## src/rtl/assert_macros.svh

```systemverilog
// Assertion macros used by the RTL controller
`ifndef ASSERT_MACROS_SVH
`define ASSERT_MACROS_SVH

// Antecedent implies consequent in the same cycle
`define ASSERT_IMPL(label, ante, cons) \
    label: assert property (@(posedge clk) disable iff (!rst_n) (ante) |-> (cons)) \
        else $error("assertion failed: label");

// Antecedent implies consequent in the cycle after
`define ASSERT_NEXT(label, ante, cons) \
    label: assert property (@(posedge clk) disable iff (!rst_n) (ante) |=> (cons)) \
        else $error("assertion failed: label");

`endif

```

## src/rtl/sitda_pkg.sv

```systemverilog
// Types and constants of the signed integer to decimal text converter
package sitda_pkg;

    localparam int VALUE_W       = 32;
    localparam int CHAR_W        = 6;
    localparam int DIGITS        = 10;
    localparam int BCD_W         = DIGITS * 4;
    localparam int BITS_PER_STEP = 4;
    localparam int CONV_STEPS    = VALUE_W / BITS_PER_STEP;
    localparam int STEP_CNT_W    = $clog2(CONV_STEPS);
    localparam int COUNT_W       = 4;

    localparam logic [CHAR_W-1:0] CHAR_ZERO  = 6'd48;
    localparam logic [CHAR_W-1:0] CHAR_MINUS = 6'd45;

    typedef struct packed {
        logic load;
        logic step;
        logic align;
        logic advance;
    } cmd_t;

    typedef struct packed {
        logic last;
    } status_t;

endpackage

```

## src/rtl/sitda_if.sv

```systemverilog
// Valid/ready channel interfaces for the integer input and the character output
interface sitda_in_if;
    logic                                valid;
    logic                                ready;
    logic signed [sitda_pkg::VALUE_W-1:0] value;

    modport source (output valid, output value, input ready);
    modport sink   (input valid, input value, output ready);
endinterface

interface sitda_out_if;
    logic                          valid;
    logic                          ready;
    logic [sitda_pkg::CHAR_W-1:0]  character;
    logic                          last;

    modport source (output valid, output character, output last, input ready);
    modport sink   (input valid, input character, input last, output ready);
endinterface

```

## src/rtl/sitda_datapath.sv

```systemverilog
// Datapath: magnitude, shift-add-3 BCD conversion, alignment and character output
module sitda_datapath
(
    input  logic                                 clk,
    input  logic signed [sitda_pkg::VALUE_W-1:0] value,
    input  sitda_pkg::cmd_t                      cmd,
    output sitda_pkg::status_t                   stat,
    output logic        [sitda_pkg::CHAR_W-1:0]  character,
    output logic                                 last
);

    logic [sitda_pkg::VALUE_W-1:0] mag_reg,   mag_next;
    logic [sitda_pkg::BCD_W-1:0]   bcd_reg,   bcd_next;
    logic                          neg_reg,   neg_next;
    logic [sitda_pkg::COUNT_W-1:0] left_reg,  left_next;

    logic [sitda_pkg::VALUE_W-1:0] mag_step;
    logic [sitda_pkg::BCD_W-1:0]   bcd_step;
    logic [3:0]                    nib;
    logic [sitda_pkg::COUNT_W-1:0] nd;
    logic [5:0]                    shamt;

    // Shift-add-3 over four bits
    always_comb
    begin
        mag_step = mag_reg;
        bcd_step = bcd_reg;
        nib      = '0;
        for (int s = 0; s < sitda_pkg::BITS_PER_STEP; s++)
        begin
            for (int d = 0; d < sitda_pkg::DIGITS; d++)
            begin
                nib = bcd_step[d*4 +: 4];
                if (nib >= 4'd5)
                begin
                    bcd_step[d*4 +: 4] = nib + 4'd3;
                end
            end
            {bcd_step, mag_step} = {bcd_step, mag_step} << 1;
        end
    end

    // Digit count, at least one
    always_comb
    begin
        nd = sitda_pkg::COUNT_W'(1);
        for (int d = 1; d < sitda_pkg::DIGITS; d++)
        begin
            if (bcd_reg[d*4 +: 4] != 4'd0)
            begin
                nd = sitda_pkg::COUNT_W'(d + 1);
            end
        end
        shamt = 6'(({2'b00, sitda_pkg::COUNT_W'(sitda_pkg::DIGITS)} - {2'b00, nd}) << 2);
    end

    always_comb
    begin
        mag_next  = mag_reg;
        bcd_next  = bcd_reg;
        neg_next  = neg_reg;
        left_next = left_reg;
        if (cmd.load)
        begin
            neg_next = value[sitda_pkg::VALUE_W-1];
            mag_next = value[sitda_pkg::VALUE_W-1] ? (sitda_pkg::VALUE_W'(0) - $unsigned(value))
                                                   : $unsigned(value);
            bcd_next = '0;
        end
        else if (cmd.step)
        begin
            mag_next = mag_step;
            bcd_next = bcd_step;
        end
        else if (cmd.align)
        begin
            bcd_next  = bcd_reg << shamt;
            left_next = nd + sitda_pkg::COUNT_W'(neg_reg);
        end
        else if (cmd.advance)
        begin
            left_next = left_reg - sitda_pkg::COUNT_W'(1);
            if (neg_reg)
            begin
                neg_next = 1'b0;
            end
            else
            begin
                bcd_next = bcd_reg << 4;
            end
        end
    end

    always_ff @(posedge clk)
    begin
        mag_reg  <= mag_next;
        bcd_reg  <= bcd_next;
        neg_reg  <= neg_next;
        left_reg <= left_next;
    end

    assign last      = (left_reg == sitda_pkg::COUNT_W'(1));
    assign stat.last = last;
    assign character = neg_reg ? sitda_pkg::CHAR_MINUS
                               : sitda_pkg::CHAR_ZERO
                                 + {2'b00, bcd_reg[sitda_pkg::BCD_W-1 -: 4]};

endmodule

```

## src/rtl/sitda_ctrl.sv

```systemverilog
// Controller: sequences load, conversion steps, alignment and character transfers
`include "assert_macros.svh"

module sitda_ctrl
(
    input  logic               clk,
    input  logic               rst_n,
    input  logic               in_valid,
    output logic               in_ready,
    output logic               out_valid,
    input  logic               out_ready,
    input  sitda_pkg::status_t stat,
    output sitda_pkg::cmd_t    cmd
);

    localparam logic [1:0] S_IDLE  = 2'd0;
    localparam logic [1:0] S_CONV  = 2'd1;
    localparam logic [1:0] S_ALIGN = 2'd2;
    localparam logic [1:0] S_EMIT  = 2'd3;

    localparam logic [sitda_pkg::STEP_CNT_W-1:0] STEP_LAST =
        sitda_pkg::STEP_CNT_W'(sitda_pkg::CONV_STEPS - 1);

    logic [1:0]                      state_reg, state_next;
    logic [sitda_pkg::STEP_CNT_W-1:0] step_reg,  step_next;

    always_comb
    begin
        state_next = state_reg;
        step_next  = step_reg;
        case (state_reg)
            S_IDLE:
            begin
                step_next = '0;
                if (in_valid)
                begin
                    state_next = S_CONV;
                end
            end
            S_CONV:
            begin
                step_next = step_reg + sitda_pkg::STEP_CNT_W'(1);
                if (step_reg == STEP_LAST)
                begin
                    state_next = S_ALIGN;
                end
            end
            S_ALIGN:
            begin
                state_next = S_EMIT;
            end
            S_EMIT:
            begin
                if (out_ready && stat.last)
                begin
                    state_next = S_IDLE;
                end
            end
            default:
            begin
                state_next = S_IDLE;
            end
        endcase
    end

    always_ff @(posedge clk or negedge rst_n)
    begin
        if (!rst_n)
        begin
            state_reg <= S_IDLE;
            step_reg  <= '0;
        end
        else
        begin
            state_reg <= state_next;
            step_reg  <= step_next;
        end
    end

    assign in_ready    = (state_reg == S_IDLE);
    assign out_valid   = (state_reg == S_EMIT);
    assign cmd.load    = in_ready && in_valid;
    assign cmd.step    = (state_reg == S_CONV);
    assign cmd.align   = (state_reg == S_ALIGN);
    assign cmd.advance = out_valid && out_ready;

    `ASSERT_IMPL(a_no_overlap, in_ready, !out_valid)
    `ASSERT_NEXT(a_run_continues, out_valid && out_ready && !stat.last, out_valid)
    `ASSERT_NEXT(a_run_ends, out_valid && out_ready && stat.last, in_ready)
    `ASSERT_NEXT(a_conv_length, cmd.step && step_reg == STEP_LAST, cmd.align)

endmodule

```

## src/rtl/signed_int_to_decimal_ascii.sv

```systemverilog
// Top level: signed 32-bit integer to decimal ASCII character stream
//
// sample: valid/ready channel carrying one signed 32-bit value per transfer.
// text:   valid/ready channel carrying one ASCII character per transfer,
//         most significant first, '-' leading for negative values, with
//         last set on the final character. Runs are 1 to 11 characters.
// One value is converted at a time. After a sample transfer the value is
// converted to BCD four bits per cycle, then an alignment step moves the
// digits to the top of the register before the first character is valid.
// A new value is taken only once the last character of the run is taken.
// The 8-step BCD shifter and the single output channel set the throughput.
// sample.ready is high only while no run is in progress.
// When the receiver stalls, the current character holds on text until it
// is taken; nothing is lost or repeated.
// Reset (rst_n low, asynchronous) drops any run in progress and returns
// the block to waiting for a sample.
module signed_int_to_decimal_ascii
(
    input  logic        clk,
    input  logic        rst_n,
    sitda_in_if.sink    sample,
    sitda_out_if.source text
);

    sitda_pkg::cmd_t    cmd;
    sitda_pkg::status_t stat;

    sitda_ctrl u_ctrl
    (
        .clk       (clk),
        .rst_n     (rst_n),
        .in_valid  (sample.valid),
        .in_ready  (sample.ready),
        .out_valid (text.valid),
        .out_ready (text.ready),
        .stat      (stat),
        .cmd       (cmd)
    );

    sitda_datapath u_datapath
    (
        .clk       (clk),
        .value     (sample.value),
        .cmd       (cmd),
        .stat      (stat),
        .character (text.character),
        .last      (text.last)
    );

endmodule

```

## src/flat_wrapper.sv

```systemverilog
// flat-port wrapper written by rule: the top's interface ports become plain ports
module signed_int_to_decimal_ascii_flat 
  (clk, rst_n, sample_valid, sample_value, sample_ready, text_valid, text_character, text_last, text_ready);
  sitda_in_if sample_i ();
  sitda_out_if text_i ();
  input  logic clk;
  input  logic rst_n;
  input wire logic [$bits(sample_i.valid)-1:0] sample_valid;
  input wire logic [$bits(sample_i.value)-1:0] sample_value;
  output wire logic [$bits(sample_i.ready)-1:0] sample_ready;
  output wire logic [$bits(text_i.valid)-1:0] text_valid;
  output wire logic [$bits(text_i.character)-1:0] text_character;
  output wire logic [$bits(text_i.last)-1:0] text_last;
  input wire logic [$bits(text_i.ready)-1:0] text_ready;
  assign sample_i.valid = sample_valid;
  assign sample_i.value = sample_value;
  assign sample_ready = sample_i.ready;
  assign text_valid = text_i.valid;
  assign text_character = text_i.character;
  assign text_last = text_i.last;
  assign text_i.ready = text_ready;
  signed_int_to_decimal_ascii u_core (.clk(clk), .rst_n(rst_n), .sample(sample_i), .text(text_i));
endmodule
```

## config.mk

```make
export PLATFORM = sky130hd
export DESIGN_NAME = signed_int_to_decimal_ascii_flat
export DESIGN_NICKNAME = d
export VERILOG_FILES = /design/src/rtl/sitda_pkg.sv /design/src/rtl/sitda_if.sv /design/src/rtl/sitda_datapath.sv /design/src/rtl/sitda_ctrl.sv /design/src/rtl/signed_int_to_decimal_ascii.sv /design/src/flat_wrapper.sv
export VERILOG_INCLUDE_DIRS = /design/src /design/src/rtl
export SDC_FILE = /design/constraint.sdc
export NUM_CORES = 1
export LEC_CHECK = 0
export BUFFER_PORTS_ARGS = -buffer_cell sky130_fd_sc_hd__buf_2
export CORE_AREA = 2 2 132 166
export DETAILED_ROUTE_END_ITERATION = 8
export DIE_AREA = 0 0 134 168
export GPL_ROUTABILITY_DRIVEN = 0
export GPL_TIMING_DRIVEN = 0
export PLACE_DENSITY = 0.66
export SLEW_MARGIN = 25
export SYNTH_ARGS = -nofsm -noshare
export SYNTH_HDL_FRONTEND = slang
export SYNTH_SLANG_ARGS = --single-unit
export TNS_END_PERCENT = 10
```

## constraint.sdc

```tcl
create_clock -name clk -period 12.4 [get_ports clk]
set_clock_uncertainty 0.05 [all_clocks]
set_input_delay 1.24 -clock clk [delete_from_list [all_inputs] [get_ports clk]]
set_output_delay 1.24 -clock clk [all_outputs]
set_load 0.02 [all_outputs]
```

* After elaboration in Yosys (flattened, before gate mapping)
Cells that the tools add are included.
** Word-level totals
- Register bits :: 82
- ROM bits :: 0
- Memories :: 0
- RAM bits :: 0
- Logic and storage cells :: 196
- Output and inout bits :: 9
- Latch bits :: 0
** Cells by class
- Reduce and logical (&&, ||, !) cells :: 22
- Divide/modulo/power cells :: 0
- Multiplexer cells :: 68
- Bitwise logic cells :: 2
- Shift-type cells :: 1
- Add/subtract/negate cells :: 46
- Eq/ne operators :: 11
- Multiply operators :: 0
- $lt $le $gt $ge :: 40
** Operator list (number)
- two-way mux 4 bit :: 46
- >= comparator 4 x 3 -> 1 bit (second input constant) :: 40
- two-way mux 40 bit :: 4
- adder 4 x 2 -> 4 bit (second input constant) :: 36
- two-way mux 32 bit :: 3
- left shift 40 x 6 -> 40 bit :: 1
- nonzero test 4 bit :: 9
- subtractor 1 x 32 -> 32 bit (first input constant) :: 1
- adder 3 x 2 -> 3 bit (second input constant) :: 4
- two-way mux 3 bit :: 4
- AND reduction 3 bit :: 3
- two-way mux 2 bit :: 4
- case mux 2 bit (4 select lines) :: 1
- nonzero test 2 bit :: 4
- adder 5 x 5 -> 6 bit (first input constant) :: 1
- two-way mux 6 bit :: 1
- inequality test 2 x 1 -> 1 bit (second input constant) :: 3
- case mux 3 bit (2 select lines) :: 1
- adder 4 x 1 -> 4 bit :: 1
- == test 2 bit (second input constant) :: 2
- == test 4 x 1 -> 1 bit (second input constant) :: 1
- two-way mux 1 bit :: 4
- inequality test 2 bit (second input constant) :: 2
- subtractor 4 x 1 -> 4 bit (second input constant) :: 1
- 10 further kinds :: 13

* Logic depth before layout (Yosys ltp)
Gate-level depths: netlist of the first run.
- Word-level depth :: 14
- Gate-level depth with buffers :: 21
- Gate-level depth less buffers :: 21

* Cells and area by module
Synthesis of the first run repeated with hierarchy kept, for this count alone.
** Second synthesis, totals
- Cells, all modules :: 1372
- Area, all modules :: 10044.6 um2
** By module, submodules not included
- sitda_datapath :: cells each 1345, instances 1, seq. area each 1911.8 um2, area an instance 9736.8 um2
- sitda_ctrl :: cells each 27, instances 1, seq. area each 125.1 um2, area an instance 307.8 um2

* Least setup slack after synthesis of the first run
No wires, ideal clock.
- Kind :: input-to-reg
- Start :: input sample_value[8]
- End :: register u_core.u_datapath.mag_reg[29] (netlist name), data pin
- Setup time :: 0.256 ns
- Buffers on the path :: 0
- Data arrival time :: 3.998 ns
- Cell stages on the path :: 9
- Path slack :: 8.096 ns
- Cell sequence :: or4_4 or3_4 or3_4 or4_4 or3_4 or3_4 o31ai_4 xor2_1 o21ai_1
** Between the ends
- Word-level cells in the longest chain between the ends :: 3
** RTL lines
- from (decl) :: RTL line flat_wrapper.sv:9 : input wire logic [$bits(sample_i.value)-1:0] sample_value;
- subtractor 1 x 32 -> 32 bit :: RTL line sitda_datapath.sv:66 : mag_next = value[sitda_pkg::VALUE_W-1] ? (sitda_pkg::VALUE_W'(0) - $unsigned(value))
- two-way mux 32 bit :: RTL line sitda_datapath.sv:66
- two-way mux 32 bit :: RTL line sitda_datapath.sv:63 : if (cmd.load)
- via u_core.u_datapath.mag_next (one bit) :: RTL line sitda_datapath.sv:12 : logic [sitda_pkg::VALUE_W-1:0] mag_reg, mag_next;
- to (signal assigned) :: RTL line sitda_datapath.sv:96 : mag_reg <= mag_next;
- to (decl) :: RTL line sitda_datapath.sv:12
The timed path passes the listed nets, and every way through them passes these cells.
A chain may end at the register's enable or synchronous reset.

* Worst setup path in the final report of the first run
- Start :: register u_core.u_datapath.bcd_reg[28] (netlist name)
- End :: register u_core.u_datapath.bcd_reg[20] (netlist name)
** Between the ends
- Word-level cells in the longest chain between the ends :: 8
** RTL lines
- from (decl) :: RTL line sitda_datapath.sv:13 : logic [sitda_pkg::BCD_W-1:0] bcd_reg, bcd_next;
- from (signal assigned) :: RTL line sitda_datapath.sv:97 : bcd_reg <= bcd_next;
- nonzero test 4 bit :: RTL line sitda_datapath.sv:49 : if (bcd_reg[d*4 +: 4] != 4'd0)
- two-way mux 4 bit (3 in series) :: RTL line sitda_datapath.sv:49
- subtractor 4 bit :: RTL line sitda_datapath.sv:54 : shamt = 6'(({2'b00, sitda_pkg::COUNT_W'(sitda_pkg::DIGITS)} - {2'b00, nd}) << 2);
- left shift 40 x 6 -> 40 bit * :: RTL line sitda_datapath.sv:77 : bcd_next = bcd_reg << shamt;
- two-way mux 40 bit * :: RTL line sitda_datapath.sv:75 : else if (cmd.align)
- two-way mux 40 bit * :: RTL line sitda_datapath.sv:70 : else if (cmd.step)
Every way passes the cells marked *; elsewhere a longest branch is shown, timed or not.

==> metrics, run 1 <==
routed wire length 32400 um; Gate Count Post-Synth 1411; CTS Buffer Depth 2; I/O pin count 45; register bit total from synthesis 82; worst-skew pair later-pin latency 0.35 ns; drt initial violations 968; CP Max Fanout 11; startpoint type of the worst setup path flip-flop; Final ANT Viol Nets 0; minimum clock period after layout 6.15 ns; max FFs per register 40; Root Buffer clkbuf_16; RSZ-0062 raised after global routing false; synthesis-to-finish area growth 8.95%; Top FF cell, synth dfxtp_1; Non-Filler Instances 1750; vias in the first global route 10600; htree depth 3; TritonCTS clock tree yes; Post-synth EDFFs 37; nets 1560; Req. time, crit path 12.58 ns; dominant cell type by area after synthesis edfxtp_1; first-pass GRT wire length 52500 um; Die X 134 um; cts-stage hold buffer count 0; Mapped Area 0.0102 mm^2; Critical Setup Path Class flip-flop to flip-flop; syn_nets 1505; CP arrival 6.33 ns; Reg clk slew, reported paths 0.06 ns; asr flop ratio synth 6.10%; port bufs 43; Reg area 0.00204 mm^2; period utilisation layout 49.6%; Num CTS Buffers 9; Synth cell types 76; drt wl/cell 18.5 um; Post-synth top cells o21ai_0 (184), nand2_1 (145), nor2_1 (119); number of max-cap violations 0; total gr overflow 0; initial antenna violation count 1; post_cts resized 0; YS warnings 0; Slew headroom 36.1%; post-synthesis sequential area ratio 19.9%; Std-Cell Rows 60; Setup Fix Bufs, Post-CTS 0; drt pass-1 iters 8; setup TNS 0 ns; worst hold-check path type flip-flop to flip-flop; largest net degree at the start of global routing 33; Ant. Diodes 0; crit end category flip-flop; DP HPWL 24900 um; Layout fillers 2065; Setup violations, final 0; synth top area cells edfxtp_1 (11%), o21ai_0 (9.0%), dfxtp_1 (7.8%); syn_area_per_cell 7.26 um^2; Core Area 0.0211 mm^2; Pins Over Slew Limit 0; DR vias/cell 6.40; # placed instances 1734; f_max 163 MHz; Tot GR Track Use 28.7%; DR vias 11200; clock sinks 82; DRC 0; full die area 0.0225 mm^2; area of the multi-input gates 0.00760 mm^2; Synth top area share 10.8%; status completed; Die Span Y 168 um; layout cell share with drive strength beyond 1 7.95%; Initial Util 48.6%; final hold vios 0; most numerous cell in the Yosys netlist o21ai_0; worst slew pin tran 0.947 ns
==> layer usage <==
layer	part of all wire [%]	vias to the layer above	GRT usage, %
met5	0.025	-	0
met4	6.6	2	15.8
met3	7.0	172	4.28
met2	48	524	51.1
met1	38	5117	32.5
li1	-	5383	-
==> cell usage in the layout, fill, tap and decap left out, drive strengths merged, types with 35 or more instances in the layout <==
cell	netlist	routed
ha	58	58
o21ai	188	188
edfxtp	37	37
nand2	145	145
buf	11	55
clkbuf	66	78
dfxtp	40	40
a21oi	95	95
nor2	119	119
mux2i	46	46
inv	73	73
nor3	35	35
==> final timing paths <==
| kind | from | to | slack (ns) | depth (start not counted) |
|---|---|---|---|---|
| worst max-delay path | u_core.u_datapath.bcd_reg[28] | u_core.u_datapath.bcd_reg[20] | 6.25 | 16 |
| worst min-delay path | u_core.u_ctrl.step_reg[0] | u_core.u_ctrl.step_reg[0] | 0.44 | 1 |
| worst max register to register | u_core.u_datapath.bcd_reg[28] | u_core.u_datapath.bcd_reg[20] | 6.25 | 16 |
| worst min register to register | u_core.u_ctrl.step_reg[0] | u_core.u_ctrl.step_reg[0] | 0.44 | 1 |
| max in group asynchronous | rst_n | u_core.u_ctrl.state_reg[0] | 11.52 | 1 |
| min in group asynchronous | rst_n | u_core.u_ctrl.step_reg[2] | 0.65 | 1 |
==> cell families (layout without fill, tap and decap cells) <==
kind of cell	count (synthesis)	count (layout)	share of synthesized area [%]
AO/OA/AOI/OAI	548	548	34.7
XOR/XNOR	59	59	5.05
adder cells (fa/ha/maj)	58	58	7.09
buffers and inverters	152	212	5.96
flip-flops	82	82	19.9
multiplexers	63	63	6.36
other	1	1	0.0366
AND/OR/NAND/NOR	448	448	20.9
==> per-stage QoR <==
step,worst slack [ns],hold slack (ns),util (%),cell area (um^2)
6_report,6.25,0.445,52.9,11200
5_1_grt,6.19,0.469,52.9,11200
4_1_cts,6.57,0.444,52.9,11200
3_5_place_dp,6.65,0.435,51.3,10800
3_3_place_gp,6.62,0.429,51.2,10800
2_1_floorplan,8.10,0.403,-,10200
==> layout make-up <==
cell class                 instances  area share, %
multi-input combinational       1177           68.1
timing repair buffer              44           2.11
sequential                        82           18.3
clock inverter                     4          0.650
inverter                          75           2.52
tap                              279           3.13
buffer                            77           2.95
clock buffer                      12           2.31
==> critical path: stages, from the launching register on <==
cell,delay (ns)
dfxtp_1,0.31
clkbuf_1,0.22
inv_1,0.16
ha_1,0.15
nor3b_1,0.61
o41ai_1,0.25
a22o_1,0.34
nor2_1,0.52
clkbuf_1,0.59
clkbuf_1,0.54
ha_1,0.23
clkbuf_1,0.26
clkbuf_1,0.45
clkbuf_1,0.49
mux2i_1,0.40
nand2_1,0.11
a221oi_1,0.35
Power of run 1 is left out: the tool's default activity adds up to more than one toggle a clock period on the data nets, which glitch-free logic cannot reach.
==> run 2: changes to the inputs <==
--- a/config.mk
+++ b/config.mk
@@ -6,13 +6,14 @@
 export SDC_FILE = /design/constraint.sdc
 export NUM_CORES = 1
 export LEC_CHECK = 0
+export ABC_AREA = 1
 export BUFFER_PORTS_ARGS = -buffer_cell sky130_fd_sc_hd__buf_2
-export CORE_AREA = 2 2 132 166
+export CORE_AREA = 2 2 130 164
 export DETAILED_ROUTE_END_ITERATION = 8
-export DIE_AREA = 0 0 134 168
+export DIE_AREA = 0 0 132 166
 export GPL_ROUTABILITY_DRIVEN = 0
 export GPL_TIMING_DRIVEN = 0
-export PLACE_DENSITY = 0.66
+export PLACE_DENSITY = 0.68
 export SLEW_MARGIN = 25
 export SYNTH_ARGS = -nofsm -noshare
 export SYNTH_HDL_FRONTEND = slang
==> constraint.sdc (replaced) <==
create_clock -name clk -period 5.6 [get_ports clk]
set_clock_uncertainty 0.05 [all_clocks]
set_input_delay 0.56 -clock clk [delete_from_list [all_inputs] [get_ports clk]]
set_output_delay 0.56 -clock clk [all_outputs]
set_load 0.02 [all_outputs]
==> run 2 against run 1 <==
  * Register-to-register slack worse by 5.1 ns
  * Maximum frequency up 38%
  * Design area down 3.0%
  * Sequential cell count unchanged
  * Sequential share of layout area up 0.57 points
  * Critical path depth up 2
  * Hold slack worse by 0.013 ns
  * Routed wire length down 5.9%
  * Highest routed layer is now met4
  * Clock-buffer cell count down 3
  * Area after synthesis down 2.5%
  * Die area down 2.7%
==> metrics, run 2 <==
syn_nets 1735 (+15%); asr flop ratio synth 6.10% (unchanged); syn_area_per_cell 6.09 um^2 (-16%); Std-Cell Rows 59 (-1.7%); cts-stage hold buffer count 1 (+1); period utilisation layout 79.4% (+30 points); worst hold-check path type flip-flop to flip-flop; Pins Over Slew Limit 0 (unchanged); Slew headroom 38.2% (+2.1 points); metal1 wirelength 12300 um (-1.3%); synthesis-to-finish area growth 8.34%; Initial Util 48.8% (+0.29 points); total gr overflow 0 (unchanged); Root Buffer clkbuf_16; CTS Buffer Depth 2 (unchanged); Mapped Area 0.00999 mm^2 (-2.5%); final hold slack 0.432 ns (-0.0128 ns); RSZ-0062 raised after global routing false; DR vias/cell 5.60 (-12%); DR vias 11100 (-1.3%); worst-skew pair later-pin latency 0.35 ns (about the same); minimum clock period after layout 4.45 ns (-1.71 ns); hold_sp u_core.u_datapath.bcd_reg[5]; Die X 132 um (-1.5%); full die area 0.0219 mm^2 (-2.7%); DP HPWL 23700 um (-4.9%); Gate Count Post-Synth 1641 (+16%); Die Span Y 166 um (-1.2%); port bufs 42 (-2.3%); startpoint type of the worst setup path flip-flop; Top Layer Used met4; routed wl met3 1990 um (-13%); dominant cell type by area after synthesis nand2_1; crit end category flip-flop; Post-synth top cells nand2_1 (487), nand3_1 (233), inv_1 (148); Worst R2R Start u_core.u_datapath.bcd_reg[21]; commonest non-fill, non-tap cell in the layout nand2_1; Num CTS Buffers 9 (unchanged); first-pass GRT wire length 49700 um (-5.2%); r2r setup slk 1.15 ns (-5.09 ns); worst slew pin tran 0.927 ns (-0.0199 ns); YS warnings 0 (unchanged); final hold vios 0 (unchanged); f_max 225 MHz (+38%); DRC 0 (unchanged); drt wl/cell 15.4 um (-17%); Critical Setup Path Class flip-flop to flip-flop; number of max-cap violations 0 (unchanged); worst r2r path cells 18 (+2); nets 1789 (+15%); r2r endpoint u_core.u_datapath.bcd_reg[20]; layout cell share with drive strength beyond 1 14.1% (+6.2 points); TritonCTS clock tree yes; Top FF cell, synth dfxtp_1; register bit total from synthesis 82 (unchanged); max FFs per register 40 (unchanged); highest-count cells in the layout ignoring fill and taps nand2_1 (486), nand3_1 (233), inv_1 (148); Setup violations, final 0 (unchanged); Reg area 0.00204 mm^2 (unchanged); CP Max Fanout 10 (-1); Critical Path End u_core.u_datapath.bcd_reg[20]; Crit. Startpoint u_core.u_datapath.bcd_reg[21]; largest net degree at the start of global routing 34 (+3.0%); status completed; Synth cell types 54 (-29%); Req. time, crit path 5.82 ns (-6.76 ns); setup TNS 0 ns (unchanged); routed wire length 30500 um (-5.9%); most numerous cell in the Yosys netlist nand2_1; post-synthesis sequential area ratio 20.4% (+0.51 points); htree depth 3 (unchanged); drt initial violations 799 (-17%); Reg clk slew, reported paths 0.06 ns (about the same); Tot GR Track Use 27.6% (-1.0 points); Layout fillers 2155 (+4.4%); met2 routed WL 14700 um (-5.3%); post_cts resized 0 (unchanged); initial antenna violation count 0 (-1); clock sinks 82 (unchanged); Setup Fix Bufs, Post-CTS 0 (unchanged); vias in the first global route 10400 (-1.4%); CP arrival 4.67 ns (-1.66 ns); area of the multi-input gates 0.00697 mm^2 (-8.3%); final core occ 52.9% (about the same); Synth top area share 18.3% (+7.5 points); Final ANT Viol Nets 0 (unchanged); drt pass-1 iters 7 (-1); I/O pin count 45 (unchanged); Post-synth EDFFs 37 (unchanged); Ant. Diodes 0 (unchanged); Core Area 0.0204 mm^2 (-3.1%); synth top area cells nand2_1 (18%), nand3_1 (12%), edfxtp_1 (11%)
-- run 2: cell count changes after synthesis, moves of 40 or more --
cell	before	now
inv_1	72	148
inv_2	1	41
mux2i_1	46	0
nand2_1	145	487
nand2_2	0	53
nand3_1	30	233
o21ai_0	184	87
-- run 2: worst max-delay path: stages, from the launching register on --
cell	delay (ns)
dfxtp_1	0.34
inv_1	0.24
ha_1	0.20
nand3_1	0.32
a21oi_1	0.53
o21bai_1	0.15
nand3_2	0.17
nand2_2	0.12
inv_2	0.20
ha_1	0.26
clkbuf_1	0.16
inv_1	0.19
buf_1	0.47
nand3_1	0.35
nand3_1	0.15
nand2_1	0.11
a21oi_1	0.14
nand2_1	0.08
a21oi_1	0.13
-- run 2: layer usage --
layer | vias up | track usage [%]
li1 | 5533 | -
met1 | 4998 | 32.3
met2 | 407 | 49.7
met3 | 119 | 3.21
met4 | 0 | 13.6
met5 | - | 0
-- run 2: worst min path at each step --
| stage | to | slack [ns] | cells past startpoint |
|---|---|---|---|
| after floorplan | u_core.u_ctrl.state_reg[0] | 0.21 | 0 |
| after global placement | u_core.u_ctrl.state_reg[1] | 0.33 | 1 |
| after detailed placement | u_core.u_ctrl.state_reg[1] | 0.33 | 1 |
| after CTS | u_core.u_datapath.bcd_reg[5] | 0.43 | 2 |
| after global routing | u_core.u_ctrl.step_reg[0] | 0.45 | 1 |
| final | u_core.u_datapath.bcd_reg[5] | 0.43 | 2 |
-- run 2: layout make-up --
| class | count | area share, % |
|---|---|---|
| multi-input combinational | 1313 | 64.4 |
| buffer | 53 | 2.39 |
| tap | 274 | 3.17 |
| sequential | 82 | 18.8 |
| timing repair buffer | 43 | 2.03 |
| inverter | 193 | 6.69 |
| clock buffer | 9 | 2.08 |
| clock inverter | 7 | 0.393 |
-- run 2: cells by family after synthesis --
logic type | Yosys count | synth area share, %
compound gates | 265 | 14.9
xor+xnor | 34 | 3.13
fa+ha+maj | 58 | 7.27
buf+inv | 246 | 9.85
flops | 82 | 20.4
other cells | 1 | 0.0375
simple gates | 955 | 44.4
-- run 2: stage by stage --
step                worst slack, ns  std cells  instance area [um^2]
floorplan                      2.47       1641                  9990
global placement               1.55       1957                 10500
detailed placement             1.55       1957                 10500
CTS                            1.53       1974                 10800
global route                   1.09       1974                 10800
finish                         1.15       1974                 10800
Power of run 2 is left out for the same reason.
==> run 3: changes to the inputs <==
==> constraint.sdc (replaced) <==
create_clock -name clk -period 3.8 [get_ports clk]
set_clock_uncertainty 0.05 [all_clocks]
set_input_delay 0.38 -clock clk [delete_from_list [all_inputs] [get_ports clk]]
set_output_delay 0.38 -clock clk [all_outputs]
set_load 0.02 [all_outputs]
==> run 3 against run 2 <==
  * Maximum frequency up 21%
  * Global-route usage increased by 0.077 points
  * Clock-buffer cell count stayed put
==> metrics, run 3 (synthesized netlist as in run 2, its figures left out) <==
Critical Path End u_core.u_datapath.bcd_reg[20]; clock sinks 82 (unchanged); Root Buffer clkbuf_16; CP dominant cell by count nand3_1; nets 1791 (+0.11%); Pins Over Slew Limit 0 (unchanged); Die X 132 um (unchanged); Layout fillers 2153 (-0.093%); Non-Filler Instances 1976 (+0.10%); routed wire length 30600 um (+0.26%); DR vias 11100 (-0.054%); Crit. Startpoint u_core.u_datapath.bcd_reg[21]; Die Span Y 166 um (unchanged); worst slew pin tran 0.923 ns (-0.00431 ns); highest-count cells in the layout ignoring fill and taps nand2_1 (483), nand3_1 (233), inv_1 (144); total gr overflow 0 (unchanged); layout cell share with drive strength beyond 1 15.5% (+1.3 points); max FFs per register 40 (unchanged); Reg area 0.00204 mm^2 (+0.25%); TritonCTS clock tree yes; final hold vios 0 (unchanged); crit end category flip-flop; period utilisation layout 96.8% (+17 points); number of max-cap violations 0 (unchanged); vias in the first global route 10400 (-0.12%); f_max 272 MHz (+21%); area of the multi-input gates 0.00701 mm^2 (+0.59%); worst slack, placed -0.251 ns (-1.80 ns); commonest non-fill, non-tap cell in the layout nand2_1; status completed; initial antenna violation count 0 (unchanged); first-pass GRT wire length 49900 um (+0.25%); setup TNS 0 ns (unchanged); drt initial violations 845 (+5.8%); worst hold-check path type primary input to flip-flop; Num CTS Buffers 9 (unchanged); worst-skew pair later-pin latency 0.35 ns (about the same); startpoint type of the worst setup path flip-flop; Ant. Diodes 0 (unchanged); slowest CP cell a21oi_2; final hold slack 0.311 ns (-0.121 ns); minimum clock period after layout 3.68 ns (-0.767 ns); full die area 0.0219 mm^2 (unchanged); Final ANT Viol Nets 0 (unchanged); CP Max Fanout 10 (unchanged); I/O pin count 45 (unchanged); Critical Setup Path Class flip-flop to flip-flop; DR vias/cell 5.59 (-0.16%); CP cell instances inv_1 > ha_1 > nand3_1 > a21oi_2 > o21bai_1 > nand3_2 > nand2_4 > inv_2 > ha_4 > inv_2 > clkbuf_4 > nand3_1 > nand3_1 > nand2_1 > a21oi_1 > nand2_1 > a21oi_1; Worst Path Buf+Inv 4 (-1); Req. time, crit path 4.02 ns (-1.80 ns); Initial Util 48.8% (unchanged); Core Area 0.0204 mm^2 (unchanged); Tot GR Track Use 27.7% (+0.077 points); worst setup margin 0.120 ns (-1.03 ns); cell depth of the worst setup path 17 (-1); drt pass-1 iters 6 (-1); r2r endpoint u_core.u_datapath.bcd_reg[20]; Reg clk slew, reported paths 0.06 ns (about the same); largest net degree at the start of global routing 34 (unchanged); Worst R2R Start u_core.u_datapath.bcd_reg[21]; worst r2r path cells 17 (-1); DRC 0 (unchanged); Std-Cell Rows 59 (unchanged); Setup violations, final 0 (unchanged); r2r setup slk 0.12 ns (-1.03 ns); CP top delay family simple AND/OR/NAND/NOR gates; Slew headroom 38.5% (+0.29 points); synthesis-to-finish area growth 9.14%; drt wl/cell 15.5 um (+0.15%); CTS Buffer Depth 2 (unchanged); DP HPWL 23700 um (unchanged); port bufs 42 (unchanged); htree depth 3 (unchanged); CP arrival 3.90 ns (-0.77 ns); # placed instances 1957 (unchanged); delay of the slowest critical-path stage 0.39 ns (-0.14 ns); RSZ-0062 raised after global routing false
==> run 3: worst min path at each step <==
| stage | cells past startpoint | startpoint | endpoint |
|---|---|---|---|
| after floorplan | 0 | rst_n | u_core.u_ctrl.state_reg[0] |
| after global placement | 1 | rst_n | u_core.u_ctrl.state_reg[1] |
| after detailed placement | 1 | rst_n | u_core.u_ctrl.state_reg[1] |
| after CTS | 2 | sample_value[2] | u_core.u_datapath.mag_reg[2] |
| after global routing | 2 | sample_value[2] | u_core.u_datapath.mag_reg[2] |
| final | 2 | sample_value[2] | u_core.u_datapath.mag_reg[2] |
==> run 3: cell type report <==
type / instances / share of cell area (%)
Clock buffer: 9 / 2.07
Buffer: 52 / 2.48
Timing Repair Buffer: 46 / 2.23
Sequential cell: 82 / 18.7
Clock inverter: 7 / 0.390
Inverter: 193 / 6.65
Tap cell: 274 / 3.14
Multi-Input combinational cell: 1313 / 64.3
==> run 3: per-stage QoR <==
step                      area [um^2]  util (%)
after global routing            10900      53.3
after floorplan                  9990         -
after global placement          10500      51.6
after detailed placement        10500      51.6
after CTS                       10800      53.0
final                           10900      53.3
==> run 3: per-layer routing <==
layer  GRT usage (%)  share of wire, %
met1            32.5                41
met2            49.8                48
met3            3.24               6.2
met4            13.4               4.7
met5               0                 0
==> run 3: timing repair <==
item	in CTS	in global routing
gates resized for setup	5	25
hold buffers	1	0
pin swaps	0	2
endpoints found under the setup margin	19	36
setup buffers	0	3
cloned	0	0
hold endpoints to repair	5	0
Power of run 3 is left out for the same reason.
